### src/rtl/prwa_pkg.sv
`timescale 1ns / 1ps

package prwa_pkg;

  localparam int MAX_NESTING = 8;
  localparam int HOST_COUNT  = 2;

  localparam int HOST_W = (HOST_COUNT > 1) ? $clog2(HOST_COUNT) : 1;
  localparam int LVL_W  = $clog2(MAX_NESTING + 1);
  localparam int STK_W  = (MAX_NESTING > 1) ? $clog2(MAX_NESTING) : 1;
  localparam logic [LVL_W-1:0] LVL_MAX = LVL_W'(MAX_NESTING);

  localparam int CFG_IDX_W = 2;
  localparam logic [CFG_IDX_W-1:0] CFG_MEM_START  = 2'd0;
  localparam logic [CFG_IDX_W-1:0] CFG_PREF_START = 2'd1;
  localparam logic [CFG_IDX_W-1:0] CFG_IO_START   = 2'd2;

  localparam logic [31:0] MEM_POOL_RST  = 32'h8000_0000;
  localparam logic [31:0] PREF_POOL_RST = 32'hA000_0000;
  localparam logic [15:0] IO_POOL_RST   = 16'h1000;

  localparam logic [31:0] MEM_GRAN_M1 = 32'h000F_FFFF;
  localparam logic [31:0] IO_GRAN_M1  = 32'h0000_0FFF;

  localparam logic [31:0] ROM_AMASK = 32'hFFFF_F800;
  localparam logic [31:0] IO_AMASK  = 32'hFFFF_FFFC;
  localparam logic [31:0] MEM_AMASK = 32'hFFFF_FFF0;

  localparam logic [15:0] MEM_WIN_OFF = 16'hFFF0;
  localparam logic [7:0]  IO_WIN_OFF  = 8'hF0;

  localparam logic [2:0] CMD_IO     = 3'b001;
  localparam logic [2:0] CMD_MEM    = 3'b010;
  localparam logic [2:0] CMD_MASTER = 3'b100;

  localparam logic [7:0] BUS_FIRST = 8'd1;

  typedef enum logic [2:0] {
    OP_BAR   = 3'd0,
    OP_ROM   = 3'd1,
    OP_ENTER = 3'd2,
    OP_LEAVE = 3'd3,
    OP_START = 3'd4
  } opcode_t;

  typedef struct packed {
    logic capture;
    logic calc;
    logic commit;
  } ctl_t;

endpackage

### src/rtl/pci_resource_window_allocator_top.sv
// Once an input beat is accepted and captured, its result beat appears after the calculate and commit steps.
// The block takes no new item until the last one is committed; capture, calculate and commit steps
// of the controller run in turn, and commit waits while the output is stalled.
// Reset: synchronous, active low; pool starts return to their default values,
// the bus counter to one and the nesting level to zero.
`timescale 1ns / 1ps

module pci_resource_window_allocator_top (
  input  logic                           clk,
  input  logic                           rst_n,
  input  logic                           cfg_we,
  input  logic [prwa_pkg::CFG_IDX_W-1:0] cfg_index,
  input  logic [31:0]                    cfg_wdata,
  input  logic                           in_valid,
  output logic                           in_stall,
  input  logic [2:0]                     in_opcode,
  input  logic                           in_host_select,
  input  logic [31:0]                    in_original_word,
  input  logic [31:0]                    in_readback_word,
  output logic                           out_valid,
  input  logic                           out_stall,
  output logic [31:0]                    out_bar_word,
  output logic [31:0]                    out_region_size,
  output logic                           out_wide_bar,
  output logic [2:0]                     out_command_bits,
  output logic [7:0]                     out_bus_number,
  output logic [15:0]                    out_mem_window_base,
  output logic [15:0]                    out_mem_window_limit,
  output logic [15:0]                    out_pref_window_base,
  output logic [15:0]                    out_pref_window_limit,
  output logic [7:0]                     out_io_window_base,
  output logic [7:0]                     out_io_window_limit,
  output logic                           out_nesting_error
);
  import prwa_pkg::*;

  ctl_t ctl;

  prwa_ctrl u_ctrl (
    .clk       (clk),
    .rst_n     (rst_n),
    .in_valid  (in_valid),
    .in_stall  (in_stall),
    .out_valid (out_valid),
    .out_stall (out_stall),
    .ctl       (ctl)
  );

  prwa_datapath u_dp (
    .clk                   (clk),
    .rst_n                 (rst_n),
    .ctl                   (ctl),
    .cfg_we                (cfg_we),
    .cfg_index             (cfg_index),
    .cfg_wdata             (cfg_wdata),
    .in_opcode             (in_opcode),
    .in_host_select        (in_host_select),
    .in_original_word      (in_original_word),
    .in_readback_word      (in_readback_word),
    .out_bar_word          (out_bar_word),
    .out_region_size       (out_region_size),
    .out_wide_bar          (out_wide_bar),
    .out_command_bits      (out_command_bits),
    .out_bus_number        (out_bus_number),
    .out_mem_window_base   (out_mem_window_base),
    .out_mem_window_limit  (out_mem_window_limit),
    .out_pref_window_base  (out_pref_window_base),
    .out_pref_window_limit (out_pref_window_limit),
    .out_io_window_base    (out_io_window_base),
    .out_io_window_limit   (out_io_window_limit),
    .out_nesting_error     (out_nesting_error)
  );

endmodule

### src/rtl/prwa_datapath.sv
`timescale 1ns / 1ps

module prwa_datapath (
  input  logic                           clk,
  input  logic                           rst_n,
  input  prwa_pkg::ctl_t                 ctl,
  input  logic                           cfg_we,
  input  logic [prwa_pkg::CFG_IDX_W-1:0] cfg_index,
  input  logic [31:0]                    cfg_wdata,
  input  logic [2:0]                     in_opcode,
  input  logic                           in_host_select,
  input  logic [31:0]                    in_original_word,
  input  logic [31:0]                    in_readback_word,
  output logic [31:0]                    out_bar_word,
  output logic [31:0]                    out_region_size,
  output logic                           out_wide_bar,
  output logic [2:0]                     out_command_bits,
  output logic [7:0]                     out_bus_number,
  output logic [15:0]                    out_mem_window_base,
  output logic [15:0]                    out_mem_window_limit,
  output logic [15:0]                    out_pref_window_base,
  output logic [15:0]                    out_pref_window_limit,
  output logic [7:0]                     out_io_window_base,
  output logic [7:0]                     out_io_window_limit,
  output logic                           out_nesting_error
);
  import prwa_pkg::*;

  typedef enum logic [1:0] {
    POOL_MEM,
    POOL_PREF,
    POOL_IO
  } pool_sel_t;

  logic [31:0] mem_start_r;
  logic [31:0] pref_start_r;
  logic [15:0] io_start_r;

  logic [31:0] mem_next_r  [HOST_COUNT];
  logic [31:0] pref_next_r [HOST_COUNT];
  logic [31:0] io_next_r   [HOST_COUNT];
  logic [7:0]       bus_r;
  logic [LVL_W-1:0] level_r;

  logic [31:0] stk_mem  [MAX_NESTING];
  logic [31:0] stk_pref [MAX_NESTING];
  logic [31:0] stk_io   [MAX_NESTING];

  logic [2:0]        op_r;
  logic [HOST_W-1:0] host_r;
  logic [31:0]       orig_r;
  logic [31:0]       rb_r;

  logic [31:0] base_r;
  logic [31:0] size_r;
  logic [31:0] flags_r;
  pool_sel_t   sel_r;
  logic        rom_r;
  logic        io_r;
  logic        impl_r;
  logic [31:0] t_r [3];

  logic [31:0] bar_word_r;
  logic [31:0] region_size_r;
  logic        wide_bar_r;
  logic [2:0]  command_bits_r;
  logic [7:0]  bus_number_r;
  logic [15:0] mem_base_r;
  logic [15:0] mem_limit_r;
  logic [15:0] pref_base_r;
  logic [15:0] pref_limit_r;
  logic [7:0]  io_base_r;
  logic [7:0]  io_limit_r;
  logic        nest_err_r;

  logic        is_rom;
  logic        is_io;
  logic [31:0] amask;
  logic [31:0] x;
  logic [31:0] flags;
  pool_sel_t   sel;
  logic [31:0] pool_cur;
  logic [31:0] mem_cur;
  logic [31:0] pref_cur;
  logic [31:0] io_cur;
  logic [LVL_W-1:0] lvl_m1;
  logic [STK_W-1:0] rd_idx;
  logic [STK_W-1:0] wr_idx;

  logic        lvl_full;
  logic        lvl_empty;
  logic        mem_en;
  logic        pref_en;
  logic        io_en;
  logic [31:0] mem_m1;
  logic [31:0] pref_m1;
  logic [31:0] io_m1;
  logic [31:0] mem_rnd;
  logic [31:0] pref_rnd;
  logic [31:0] io_rnd;
  logic [31:0] pool_adv;

  logic [31:0] bar_word_nxt;
  logic [31:0] region_size_nxt;
  logic        wide_bar_nxt;
  logic [2:0]  command_bits_nxt;
  logic [7:0]  bus_number_nxt;
  logic [15:0] mem_base_nxt;
  logic [15:0] mem_limit_nxt;
  logic [15:0] pref_base_nxt;
  logic [15:0] pref_limit_nxt;
  logic [7:0]  io_base_nxt;
  logic [7:0]  io_limit_nxt;
  logic        nest_err_nxt;

  assign mem_cur  = mem_next_r[host_r];
  assign pref_cur = pref_next_r[host_r];
  assign io_cur   = io_next_r[host_r];

  assign is_rom = (op_r == OP_ROM);
  assign is_io  = !is_rom && orig_r[0];
  assign amask  = is_rom ? ROM_AMASK : (is_io ? IO_AMASK : MEM_AMASK);
  assign x      = rb_r & amask;
  assign flags  = orig_r & ~amask;

  always_comb begin
    if (is_rom || (!is_io && !flags[3])) begin
      sel = POOL_MEM;
    end else if (is_io) begin
      sel = POOL_IO;
    end else begin
      sel = POOL_PREF;
    end
  end

  always_comb begin
    unique case (sel)
      POOL_MEM:  pool_cur = mem_cur;
      POOL_PREF: pool_cur = pref_cur;
      POOL_IO:   pool_cur = io_cur;
      default:   pool_cur = mem_cur;
    endcase
  end

  assign lvl_m1 = level_r - LVL_W'(1);
  assign rd_idx = lvl_m1[STK_W-1:0];
  assign wr_idx = level_r[STK_W-1:0];

  assign lvl_full  = (level_r >= LVL_MAX);
  assign lvl_empty = (level_r == '0);

  assign mem_en   = mem_cur > t_r[0];
  assign pref_en  = pref_cur > t_r[1];
  assign io_en    = io_cur > t_r[2];
  assign mem_m1   = mem_cur - 32'd1;
  assign pref_m1  = pref_cur - 32'd1;
  assign io_m1    = io_cur - 32'd1;
  assign mem_rnd  = (mem_cur + MEM_GRAN_M1) & ~MEM_GRAN_M1;
  assign pref_rnd = (pref_cur + MEM_GRAN_M1) & ~MEM_GRAN_M1;
  assign io_rnd   = (io_cur + IO_GRAN_M1) & ~IO_GRAN_M1;
  assign pool_adv = base_r + size_r;

  always_ff @(posedge clk) begin
    if (!rst_n) begin
      mem_start_r  <= MEM_POOL_RST;
      pref_start_r <= PREF_POOL_RST;
      io_start_r   <= IO_POOL_RST;
    end else if (cfg_we) begin
      unique case (cfg_index)
        CFG_MEM_START:  mem_start_r  <= cfg_wdata;
        CFG_PREF_START: pref_start_r <= cfg_wdata;
        CFG_IO_START:   io_start_r   <= cfg_wdata[15:0];
        default: ;
      endcase
    end
  end

  always_ff @(posedge clk) begin
    if (!rst_n) begin
      for (int h = 0; h < HOST_COUNT; h++) begin
        mem_next_r[h]  <= MEM_POOL_RST;
        pref_next_r[h] <= PREF_POOL_RST;
        io_next_r[h]   <= {16'h0000, IO_POOL_RST};
      end
      bus_r   <= BUS_FIRST;
      level_r <= '0;
    end else if (ctl.commit) begin
      unique case (op_r)
        OP_BAR, OP_ROM: begin
          if (impl_r) begin
            unique case (sel_r)
              POOL_MEM:  mem_next_r[host_r]  <= pool_adv;
              POOL_PREF: pref_next_r[host_r] <= pool_adv;
              POOL_IO:   io_next_r[host_r]   <= pool_adv;
              default: ;
            endcase
          end
        end
        OP_ENTER: begin
          if (!lvl_full) begin
            mem_next_r[host_r]  <= t_r[0];
            pref_next_r[host_r] <= t_r[1];
            io_next_r[host_r]   <= t_r[2];
            level_r <= level_r + LVL_W'(1);
            bus_r   <= bus_r + 8'd1;
          end
        end
        OP_LEAVE: begin
          if (!lvl_empty) begin
            level_r <= lvl_m1;
            if (mem_en) begin
              mem_next_r[host_r] <= mem_rnd;
            end
            if (pref_en) begin
              pref_next_r[host_r] <= pref_rnd;
            end
            if (io_en) begin
              io_next_r[host_r] <= io_rnd;
            end
          end
        end
        OP_START: begin
          mem_next_r[host_r]  <= mem_start_r;
          pref_next_r[host_r] <= pref_start_r;
          io_next_r[host_r]   <= {16'h0000, io_start_r};
          bus_r   <= BUS_FIRST;
          level_r <= '0;
        end
        default: ;
      endcase
    end
  end

  always_comb begin
    bar_word_nxt     = '0;
    region_size_nxt  = '0;
    wide_bar_nxt     = 1'b0;
    command_bits_nxt = '0;
    bus_number_nxt   = '0;
    mem_base_nxt     = '0;
    mem_limit_nxt    = '0;
    pref_base_nxt    = '0;
    pref_limit_nxt   = '0;
    io_base_nxt      = '0;
    io_limit_nxt     = '0;
    nest_err_nxt     = 1'b0;
    unique case (op_r)
      OP_BAR, OP_ROM: begin
        if (impl_r) begin
          bar_word_nxt     = rom_r ? (base_r | 32'd1) : (flags_r | base_r);
          region_size_nxt  = size_r;
          wide_bar_nxt     = !rom_r && !io_r && (orig_r[2:1] == 2'b10);
          command_bits_nxt = (io_r ? CMD_IO : CMD_MEM) | CMD_MASTER;
        end
      end
      OP_ENTER: begin
        if (lvl_full) begin
          nest_err_nxt = 1'b1;
        end else begin
          bus_number_nxt = bus_r;
        end
      end
      OP_LEAVE: begin
        if (lvl_empty) begin
          nest_err_nxt = 1'b1;
        end else begin
          bus_number_nxt = bus_r - 8'd1;
          if (mem_en) begin
            mem_base_nxt     = {t_r[0][31:20], 4'h0};
            mem_limit_nxt    = {mem_m1[31:20], 4'h0};
            command_bits_nxt = command_bits_nxt | CMD_MEM;
          end else begin
            mem_base_nxt = MEM_WIN_OFF;
          end
          if (pref_en) begin
            pref_base_nxt    = {t_r[1][31:20], 4'h0};
            pref_limit_nxt   = {pref_m1[31:20], 4'h0};
            command_bits_nxt = command_bits_nxt | CMD_MEM;
          end else begin
            pref_base_nxt = MEM_WIN_OFF;
          end
          if (io_en) begin
            io_base_nxt      = {t_r[2][15:12], 4'h0};
            io_limit_nxt     = {io_m1[15:12], 4'h0};
            command_bits_nxt = command_bits_nxt | CMD_IO;
          end else begin
            io_base_nxt = IO_WIN_OFF;
          end
        end
      end
      default: ;
    endcase
  end

  always_ff @(posedge clk) begin
    if (ctl.capture) begin
      op_r   <= in_opcode;
      host_r <= HOST_W'(in_host_select);
      orig_r <= in_original_word;
      rb_r   <= in_readback_word;
    end
    if (ctl.calc) begin
      base_r  <= (pool_cur + ~x) & x;
      size_r  <= ~x + 32'd1;
      flags_r <= flags;
      sel_r   <= sel;
      rom_r   <= is_rom;
      io_r    <= is_io;
      impl_r  <= (x != 32'd0);
      if (op_r == OP_LEAVE) begin
        t_r[0] <= stk_mem[rd_idx];
        t_r[1] <= stk_pref[rd_idx];
        t_r[2] <= stk_io[rd_idx];
      end else begin
        t_r[0] <= (mem_cur + MEM_GRAN_M1) & ~MEM_GRAN_M1;
        t_r[1] <= (pref_cur + MEM_GRAN_M1) & ~MEM_GRAN_M1;
        t_r[2] <= (io_cur + IO_GRAN_M1) & ~IO_GRAN_M1;
      end
    end
    if (ctl.commit) begin
      if ((op_r == OP_ENTER) && !lvl_full) begin
        stk_mem[wr_idx]  <= t_r[0];
        stk_pref[wr_idx] <= t_r[1];
        stk_io[wr_idx]   <= t_r[2];
      end
      bar_word_r     <= bar_word_nxt;
      region_size_r  <= region_size_nxt;
      wide_bar_r     <= wide_bar_nxt;
      command_bits_r <= command_bits_nxt;
      bus_number_r   <= bus_number_nxt;
      mem_base_r     <= mem_base_nxt;
      mem_limit_r    <= mem_limit_nxt;
      pref_base_r    <= pref_base_nxt;
      pref_limit_r   <= pref_limit_nxt;
      io_base_r      <= io_base_nxt;
      io_limit_r     <= io_limit_nxt;
      nest_err_r     <= nest_err_nxt;
    end
  end

  assign out_bar_word          = bar_word_r;
  assign out_region_size       = region_size_r;
  assign out_wide_bar          = wide_bar_r;
  assign out_command_bits      = command_bits_r;
  assign out_bus_number        = bus_number_r;
  assign out_mem_window_base   = mem_base_r;
  assign out_mem_window_limit  = mem_limit_r;
  assign out_pref_window_base  = pref_base_r;
  assign out_pref_window_limit = pref_limit_r;
  assign out_io_window_base    = io_base_r;
  assign out_io_window_limit   = io_limit_r;
  assign out_nesting_error     = nest_err_r;

endmodule

### src/rtl/prwa_ctrl.sv
`timescale 1ns / 1ps

module prwa_ctrl (
  input  logic           clk,
  input  logic           rst_n,
  input  logic           in_valid,
  output logic           in_stall,
  output logic           out_valid,
  input  logic           out_stall,
  output prwa_pkg::ctl_t ctl
);
  import prwa_pkg::*;

  typedef enum logic [1:0] {
    S_IDLE,
    S_CALC,
    S_COMMIT
  } state_t;

  state_t state_r;
  logic   out_valid_r;
  logic   commit_ok;

  assign commit_ok = (state_r == S_COMMIT) && (!out_valid_r || !out_stall);

  assign ctl.capture = (state_r == S_IDLE) && in_valid;
  assign ctl.calc    = (state_r == S_CALC);
  assign ctl.commit  = commit_ok;

  assign in_stall  = (state_r != S_IDLE);
  assign out_valid = out_valid_r;

  always_ff @(posedge clk) begin
    if (!rst_n) begin
      state_r     <= S_IDLE;
      out_valid_r <= 1'b0;
    end else begin
      unique case (state_r)
        S_IDLE: begin
          if (in_valid) begin
            state_r <= S_CALC;
          end
        end
        S_CALC: state_r <= S_COMMIT;
        S_COMMIT: begin
          if (commit_ok) begin
            state_r <= S_IDLE;
          end
        end
        default: state_r <= S_IDLE;
      endcase
      if (commit_ok) begin
        out_valid_r <= 1'b1;
      end else if (!out_stall) begin
        out_valid_r <= 1'b0;
      end
    end
  end

endmodule

### config.mk
export PLATFORM = sky130hd
export DESIGN_NAME = pci_resource_window_allocator_top
export DESIGN_NICKNAME = d
export VERILOG_FILES = /design/src/rtl/prwa_pkg.sv /design/src/rtl/pci_resource_window_allocator_top.sv /design/src/rtl/prwa_datapath.sv /design/src/rtl/prwa_ctrl.sv
export SDC_FILE = /design/constraint.sdc
export NUM_CORES = 2
export LEC_CHECK = 0
export ABC_AREA = 1
export CAP_MARGIN = 10
export CORE_ASPECT_RATIO = 0.6
export CORE_MARGIN = 5
export CORE_UTILIZATION = 45
export DETAILED_ROUTE_END_ITERATION = 16
export DONT_BUFFER_PORTS = 1
export SLEW_MARGIN = 20
export SYNTH_ARGS = -nofsm -noshare
export SYNTH_HDL_FRONTEND = slang
export SYNTH_SLANG_ARGS = --single-unit
### constraint.sdc
create_clock -name clk -period 14.2 [get_ports clk]
set_input_delay 1.42 -clock clk [delete_from_list [all_inputs] [get_ports clk]]
set_output_delay 1.42 -clock clk [all_outputs]
set_load 0.02 [all_outputs]
# After elaboration in Yosys (flattened, before gate mapping)
# Memories as Yosys holds them, arrays and structs flattened. A register that Yosys moved wholly into a read port is not among the register bits.
# Cells that the tools add are included.
op_classes:
  n_addsub: 13
  multipliers: 0
  n_div: 0
  n_lt_le_gt_ge: 4
  eq_ne: 18
  n_shift: 0
  n_mux: 111
  n_bitwise: 22
  reduce_logical: 41
ops:
  columns: ["operator", "n"]
  rows:
  - ["32-bit two-way mux", 17]
  - ["32-bit AND", 3]
  - ["32-bit > comparator", 3]
  - ["32-bit OR reduction", 3]
  - ["1-bit two-way mux", 69]
  - ["32-bit by 20-bit adder with 32-bit output (second input constant)", 2]
  - ["32-bit adder", 2]
  - ["32-bit inverter", 2]
  - ["32-bit case mux with 2 select lines", 1]
  - ["32-bit by 1-bit subtractor with 32-bit output (second input constant)", 2]
  - ["32-bit by 1-bit adder with 32-bit output (second input constant)", 1]
  - ["32-bit by 12-bit adder with 32-bit output (second input constant)", 1]
  - ["16-bit two-way mux", 2]
  - ["8-bit two-way mux", 4]
  - ["32-bit OR", 1]
  - ["8-bit case mux with 2 select lines", 2]
  - ["32-bit nonzero test", 1]
  - ["2-bit two-way mux", 8]
  - ["16-bit by 1-bit subtractor with 16-bit output (second input constant)", 1]
  - ["4-bit two-way mux", 3]
  - ["1-bit OR", 12]
  - ["4-bit case mux with 3 select lines", 1]
  - ["2-bit equality test (second input constant)", 5]
  - ["2-bit AND reduction", 5]
  - ["other kinds (28)", 58]
totals:
  reg_bits: 421
  latch_bits: 0
  ram_bits: 1056
  romBits: 0
  in_bits: 107
  out_inout_bits: 159
  word_cells: 249
  mem_count: 7
memory_table:
  columns: ["name", "depth", "width", "rd", "rd_clocked_by_memory_dff", "wr", "line", "source"]
  rows:
  - ["u_dp.stk_io", 8, 32, 1, 0, 1, "prwa_datapath.sv:47", "logic [31:0] stk_io [MAX_NESTING];"]
  - ["u_dp.stk_mem", 8, 32, 1, 0, 1, "prwa_datapath.sv:45", "logic [31:0] stk_mem [MAX_NESTING];"]
  - ["u_dp.stk_pref", 8, 32, 1, 0, 1, "prwa_datapath.sv:46", "logic [31:0] stk_pref [MAX_NESTING];"]
  - ["u_dp.t_r", 3, 32, 3, 0, 3, "prwa_datapath.sv:61", "logic [31:0] t_r [3];"]
  - ["u_dp.io_next_r", 2, 32, 1, 1, 2, "prwa_datapath.sv:41", "logic [31:0] io_next_r [HOST_COUNT];"]
  - ["u_dp.mem_next_r", 2, 32, 1, 1, 2, "prwa_datapath.sv:39", "logic [31:0] mem_next_r [HOST_COUNT];"]
  - ["1 more memories", null, null, null, null, null, null, null]

# Longest topological paths before layout
logic_depth:
  ltp_word: 15
  depth_mapped: 24

# Cells and area by module
# From an unflattened synthesis, not the netlist that was laid out.
hier_totals:
  hier_cells: 6279
  hier_area_um2: 64888.5
modules_own_cells:
  columns: ["module", "n_inst", "cells_per_inst", "area_per_inst_um2", "seq_area_each_um2"]
  rows:
  - ["prwa_datapath", 1, 6259, 64744.6, 41139.5]
  - ["prwa_ctrl", 1, 20, 143.9, 60.1]

# Least setup slack after synthesis
# Ideal clock, no wire load.
synth_timing:
  path_type: "input-to-reg"
  startpoint: "input port out_stall"
  endpoint: "memory u_dp.stk_io[1][0] (enable)"
  setup_ns: 0.668
  t_arrival_ns: 11.848
  required_time_ns: 13.532
  slack_ns: 1.684
  cell_stages: 7
  n_path_buf: 0
  cell_sequence: "nand2_1 -> inv_1 -> nor3_4 -> nand2_2 -> inv_1 -> nand2_1 -> nor3_1"
synth_rtl:
  columns: ["item", "line", "source"]
  rows:
  - ["start: declaration", "pci_resource_window_allocator_top.sv:21", "input logic out_stall,"]
  - ["end: declaration", "prwa_datapath.sv:47", null]

==> out/metrics.csv <==
stage,metric,value,unit
status,status,finished clean,
detailed_routing,ant_nets,0,
yosys,syn_inst,6237,
setup_path,worstSetupPathType,flop to flop,
detailed_routing,via_count,47632,
sta,finalCritPeriodShare,0.405,
yosys,ys_types,59,
yosys,avgSynthCellArea,10.4,sq um
yosys,yosysWarnings,0,
setup_path,required,14660,ps
floorplan,die_w,500,microns
yosys,async_flop_share,0,
global_routing,grt_max_degree,197,
floorplan,dieArea,0.152,sq mm
job,maxCapViolCount,0,
clock_network,postCtsSetupBuffers,0,
clock_network,cts_max_path_buffers,3,
floorplan,num_io_pins,266,
global_routing,antenna_found_initial,20,
setup_path,r2r-end,u_dp.io_next_r[1][28],
yosys,synth_edf_count,1308,
clock_network,ctsHoldBuffers,0,
detailed_routing,drt_iter0_drc,6533,
yosys,ys_seq_area_frac,0.636,
placement,dp_hpwl,138000,microns
sta,rsz0062_at_grt,no,
setup_path,crit_path_end_kind,flop,
sta,min_period,5750,ps
pwr,powerDensity,133,mW/mm^2
setup_path,max_stage_delay,590,ps
yosys,synth_top_area_cell,edfxtp_1,
sta,finalSetupViolCount,0,
sta,tightest_slew,1200,ps
global_routing,grt_pass1_wl,302000,microns
sta,finClkSkew,35.0,ps
setup_path,cp_max_fo,34,
sta,tns,0,ps
layout,final_nets,6433,
detailed_routing,via_per_inst,5.81,
detailed_routing,finalWirelength,209000,microns
yosys,yosys.cell_count.top_type,edfxtp_1,
hold_path,holdPathEnd,u_dp.io_start_r[12],
clock_network,cts_buffers,135,
sta,fmax,0.174,GHz
sta,slew_headroom,0.202,
detailed_routing,drc,0,
floorplan,core,0.143,sq mm
detailed_routing,wl_per_cell,25.5,microns
yosys,synth-main-ff-cell,edfxtp_1,
sta,setup_ws,8450,ps
clock_network,post_cts_resized,0,
hold_path,min-delay-start,u_dp.io_start_r[12],
setup_path,crit_slowest_cell,inv_2,
setup_path,rr_worst_depth,18,
layout,syn_to_final_growth,9.45,%
clock_network,cts_sinks,1404,
sta,hold_viol_final,0,
clock_network,clkTransAtPathRegs,70,ps
setup_path,cpMostUsedCell,nand2_1,
yosys,synth_top_area_frac,0.606,
pwr,max-vdd-ir-drop,0.0000931,V
layout,fillers,12950,
yosys,synthTopCellsByArea,"edfxtp_1 61%, nor2_1 6.3%, o21ai_0 5.6%",
setup_path,cp_cell_sequence,"inv_4, or2_2, o21ai_1, inv_1, ha_1, nand2_1, nor2_1, nand2_1, nor4_1, nand3b_1, nand4_2, buf_4, nand2_1, inv_2, nor2_2, inv_2, nand2_1, buf_4",
floorplan,start_util,0.455,
floorplan,rows,107,
global_routing,grt_pass1_vias,43235,
clock_network,cts_tree,built,
detailed_routing,first_pass_iters,8,
setup_path,crit_arrival,6210,ps
placement,gp_congestion,0.939,
sta,finalMaxSlewViolations,0,
yosys,synthesis.area,0.0648,sq mm
layout,drive_gt1_frac,0.0682,
placement,portBuffers,0,
clock_network,cts-root-buf,clkbuf_16,
global_routing,grt_usage,0.268,
pwr,leakage,26.5,nW
placement,pre_cts_slack,8430,ps
yosys,ys_ff_latch,1404,
hold_path,hold_depth,2,
yosys,synth_common_cells,"1308 x edfxtp_1, 1094 x nor2_1, 824 x nand2_1",
global_routing,grt-ovfl-total,0,
setup_path,r2r_slack,8450,ps
clock_network,htree_levels,4,
floorplan,die_height,304,microns
setup_path,critPathLaunchType,flop,
hold_path,hold_class,flop to flop,
clock_network,clk_latency,780,ps
metal layers:
metal  part of all wire  track usage  routed length [microns]  vias to the layer above
met1               0.44        0.408                    93100                    23069
met4              0.027       0.0816                     5560                        6
met3               0.13       0.0958                    27400                      305
li1                   -            -                        -                    21671
met2               0.40        0.353                    83200                     2581
met5            0.00017            0                       36                        -
stage by stage:
stage,utilization,hold slack (ps),cell area [sq um],cells,total power (W)
final,0.498,469,71000,8203,0.00946
after global placement,0.467,452,66600,7935,0.00585
after global routing,0.497,500,70900,8179,0.00978
after CTS,0.497,469,70900,8179,0.00946
after floorplan,-,428,64900,6262,0.00545
after detailed placement,0.467,453,66600,7935,0.00586
cell usage in the layout (no fill, tap or decap), drive strengths merged, types with 56 or more instances in the layout:
master     n
dfxtp     96
edfxtp  1308
a21oi    296
o22ai    168
nand4     56
nor2    1117
a31oi     70
o21ai    789
buf       83
nand2    842
clkbuf   181
inv      545
nand3    209
ha       160
cell type report:
cell class,instances,area [sq um],area share
Antenna cell,24,60.1,0.000846
Clock buffer,181,3730,0.0525
Clock inverter,63,613,0.00864
Inverter,541,2050,0.0289
Multi-Input combinational cell,4000,20300,0.285
Sequential cell,1404,41200,0.581
Tap cell,1907,2390,0.0336
Timing Repair Buffer,83,661,0.00931
worst max path at each step:
stage,to,slack (ps)
6_report,u_dp.io_next_r[1][28],8450
5_1_grt,u_dp.base_r[30],8140
4_1_cts,u_dp.io_next_r[1][25],8680
3_5_place_dp,u_dp.io_next_r[1][26],8430
3_3_place_gp,u_dp.io_next_r[1][26],8490
2_1_floorplan,u_dp.stk_io[1][0],1680
worst max-delay path: cells and delay by family, from the launching register on:
| kind | cells | cell delay (ps) |
|---|---|---|
| compound gates | 1 | 500 |
| fa+ha+maj | 1 | 340 |
| buf+inv | 6 | 1930 |
| flops | 1 | 520 |
| simple gates | 10 | 2050 |
state kept, by name (all words and copies together) (netlist names), 32 cells and up, named ones only:
| signal | count |
|---|---|
| u_dp.io_next_r | 64 |
| u_dp.mem_next_r | 64 |
| u_dp.mem_start_r | 32 |
| u_dp.out_bar_word | 32 |
| u_dp.pref_next_r | 64 |
| u_dp.pref_start_r | 32 |
| u_dp.stk_io | 256 |
| u_dp.stk_mem | 256 |
| u_dp.stk_pref | 256 |
| u_dp.t_r | 96 |
where the power goes:
part | switching, W | internal, W | leakage (nW)
Combinational | 0.000815 | 0.000284 | 11.5
Sequential | 0.0000993 | 0.00462 | 12.9
Clock | 0.00162 | 0.00202 | 2.11
Total | 0.00254 | 0.00692 | 26.5
cell families (layout without fill, tap and decap cells):
family          after synthesis  count (layout)  synth area share
simple gates               2319            2319             0.148
compound gates             1436            1436             0.122
flops                      1404            1404             0.636
buf+inv                     858             868            0.0549
fa+ha+maj                   161             161            0.0312
xor+xnor                     58              58           0.00784
other cells                   1              50         0.0000578
Note: power is estimated with default switching activity, not from simulation.
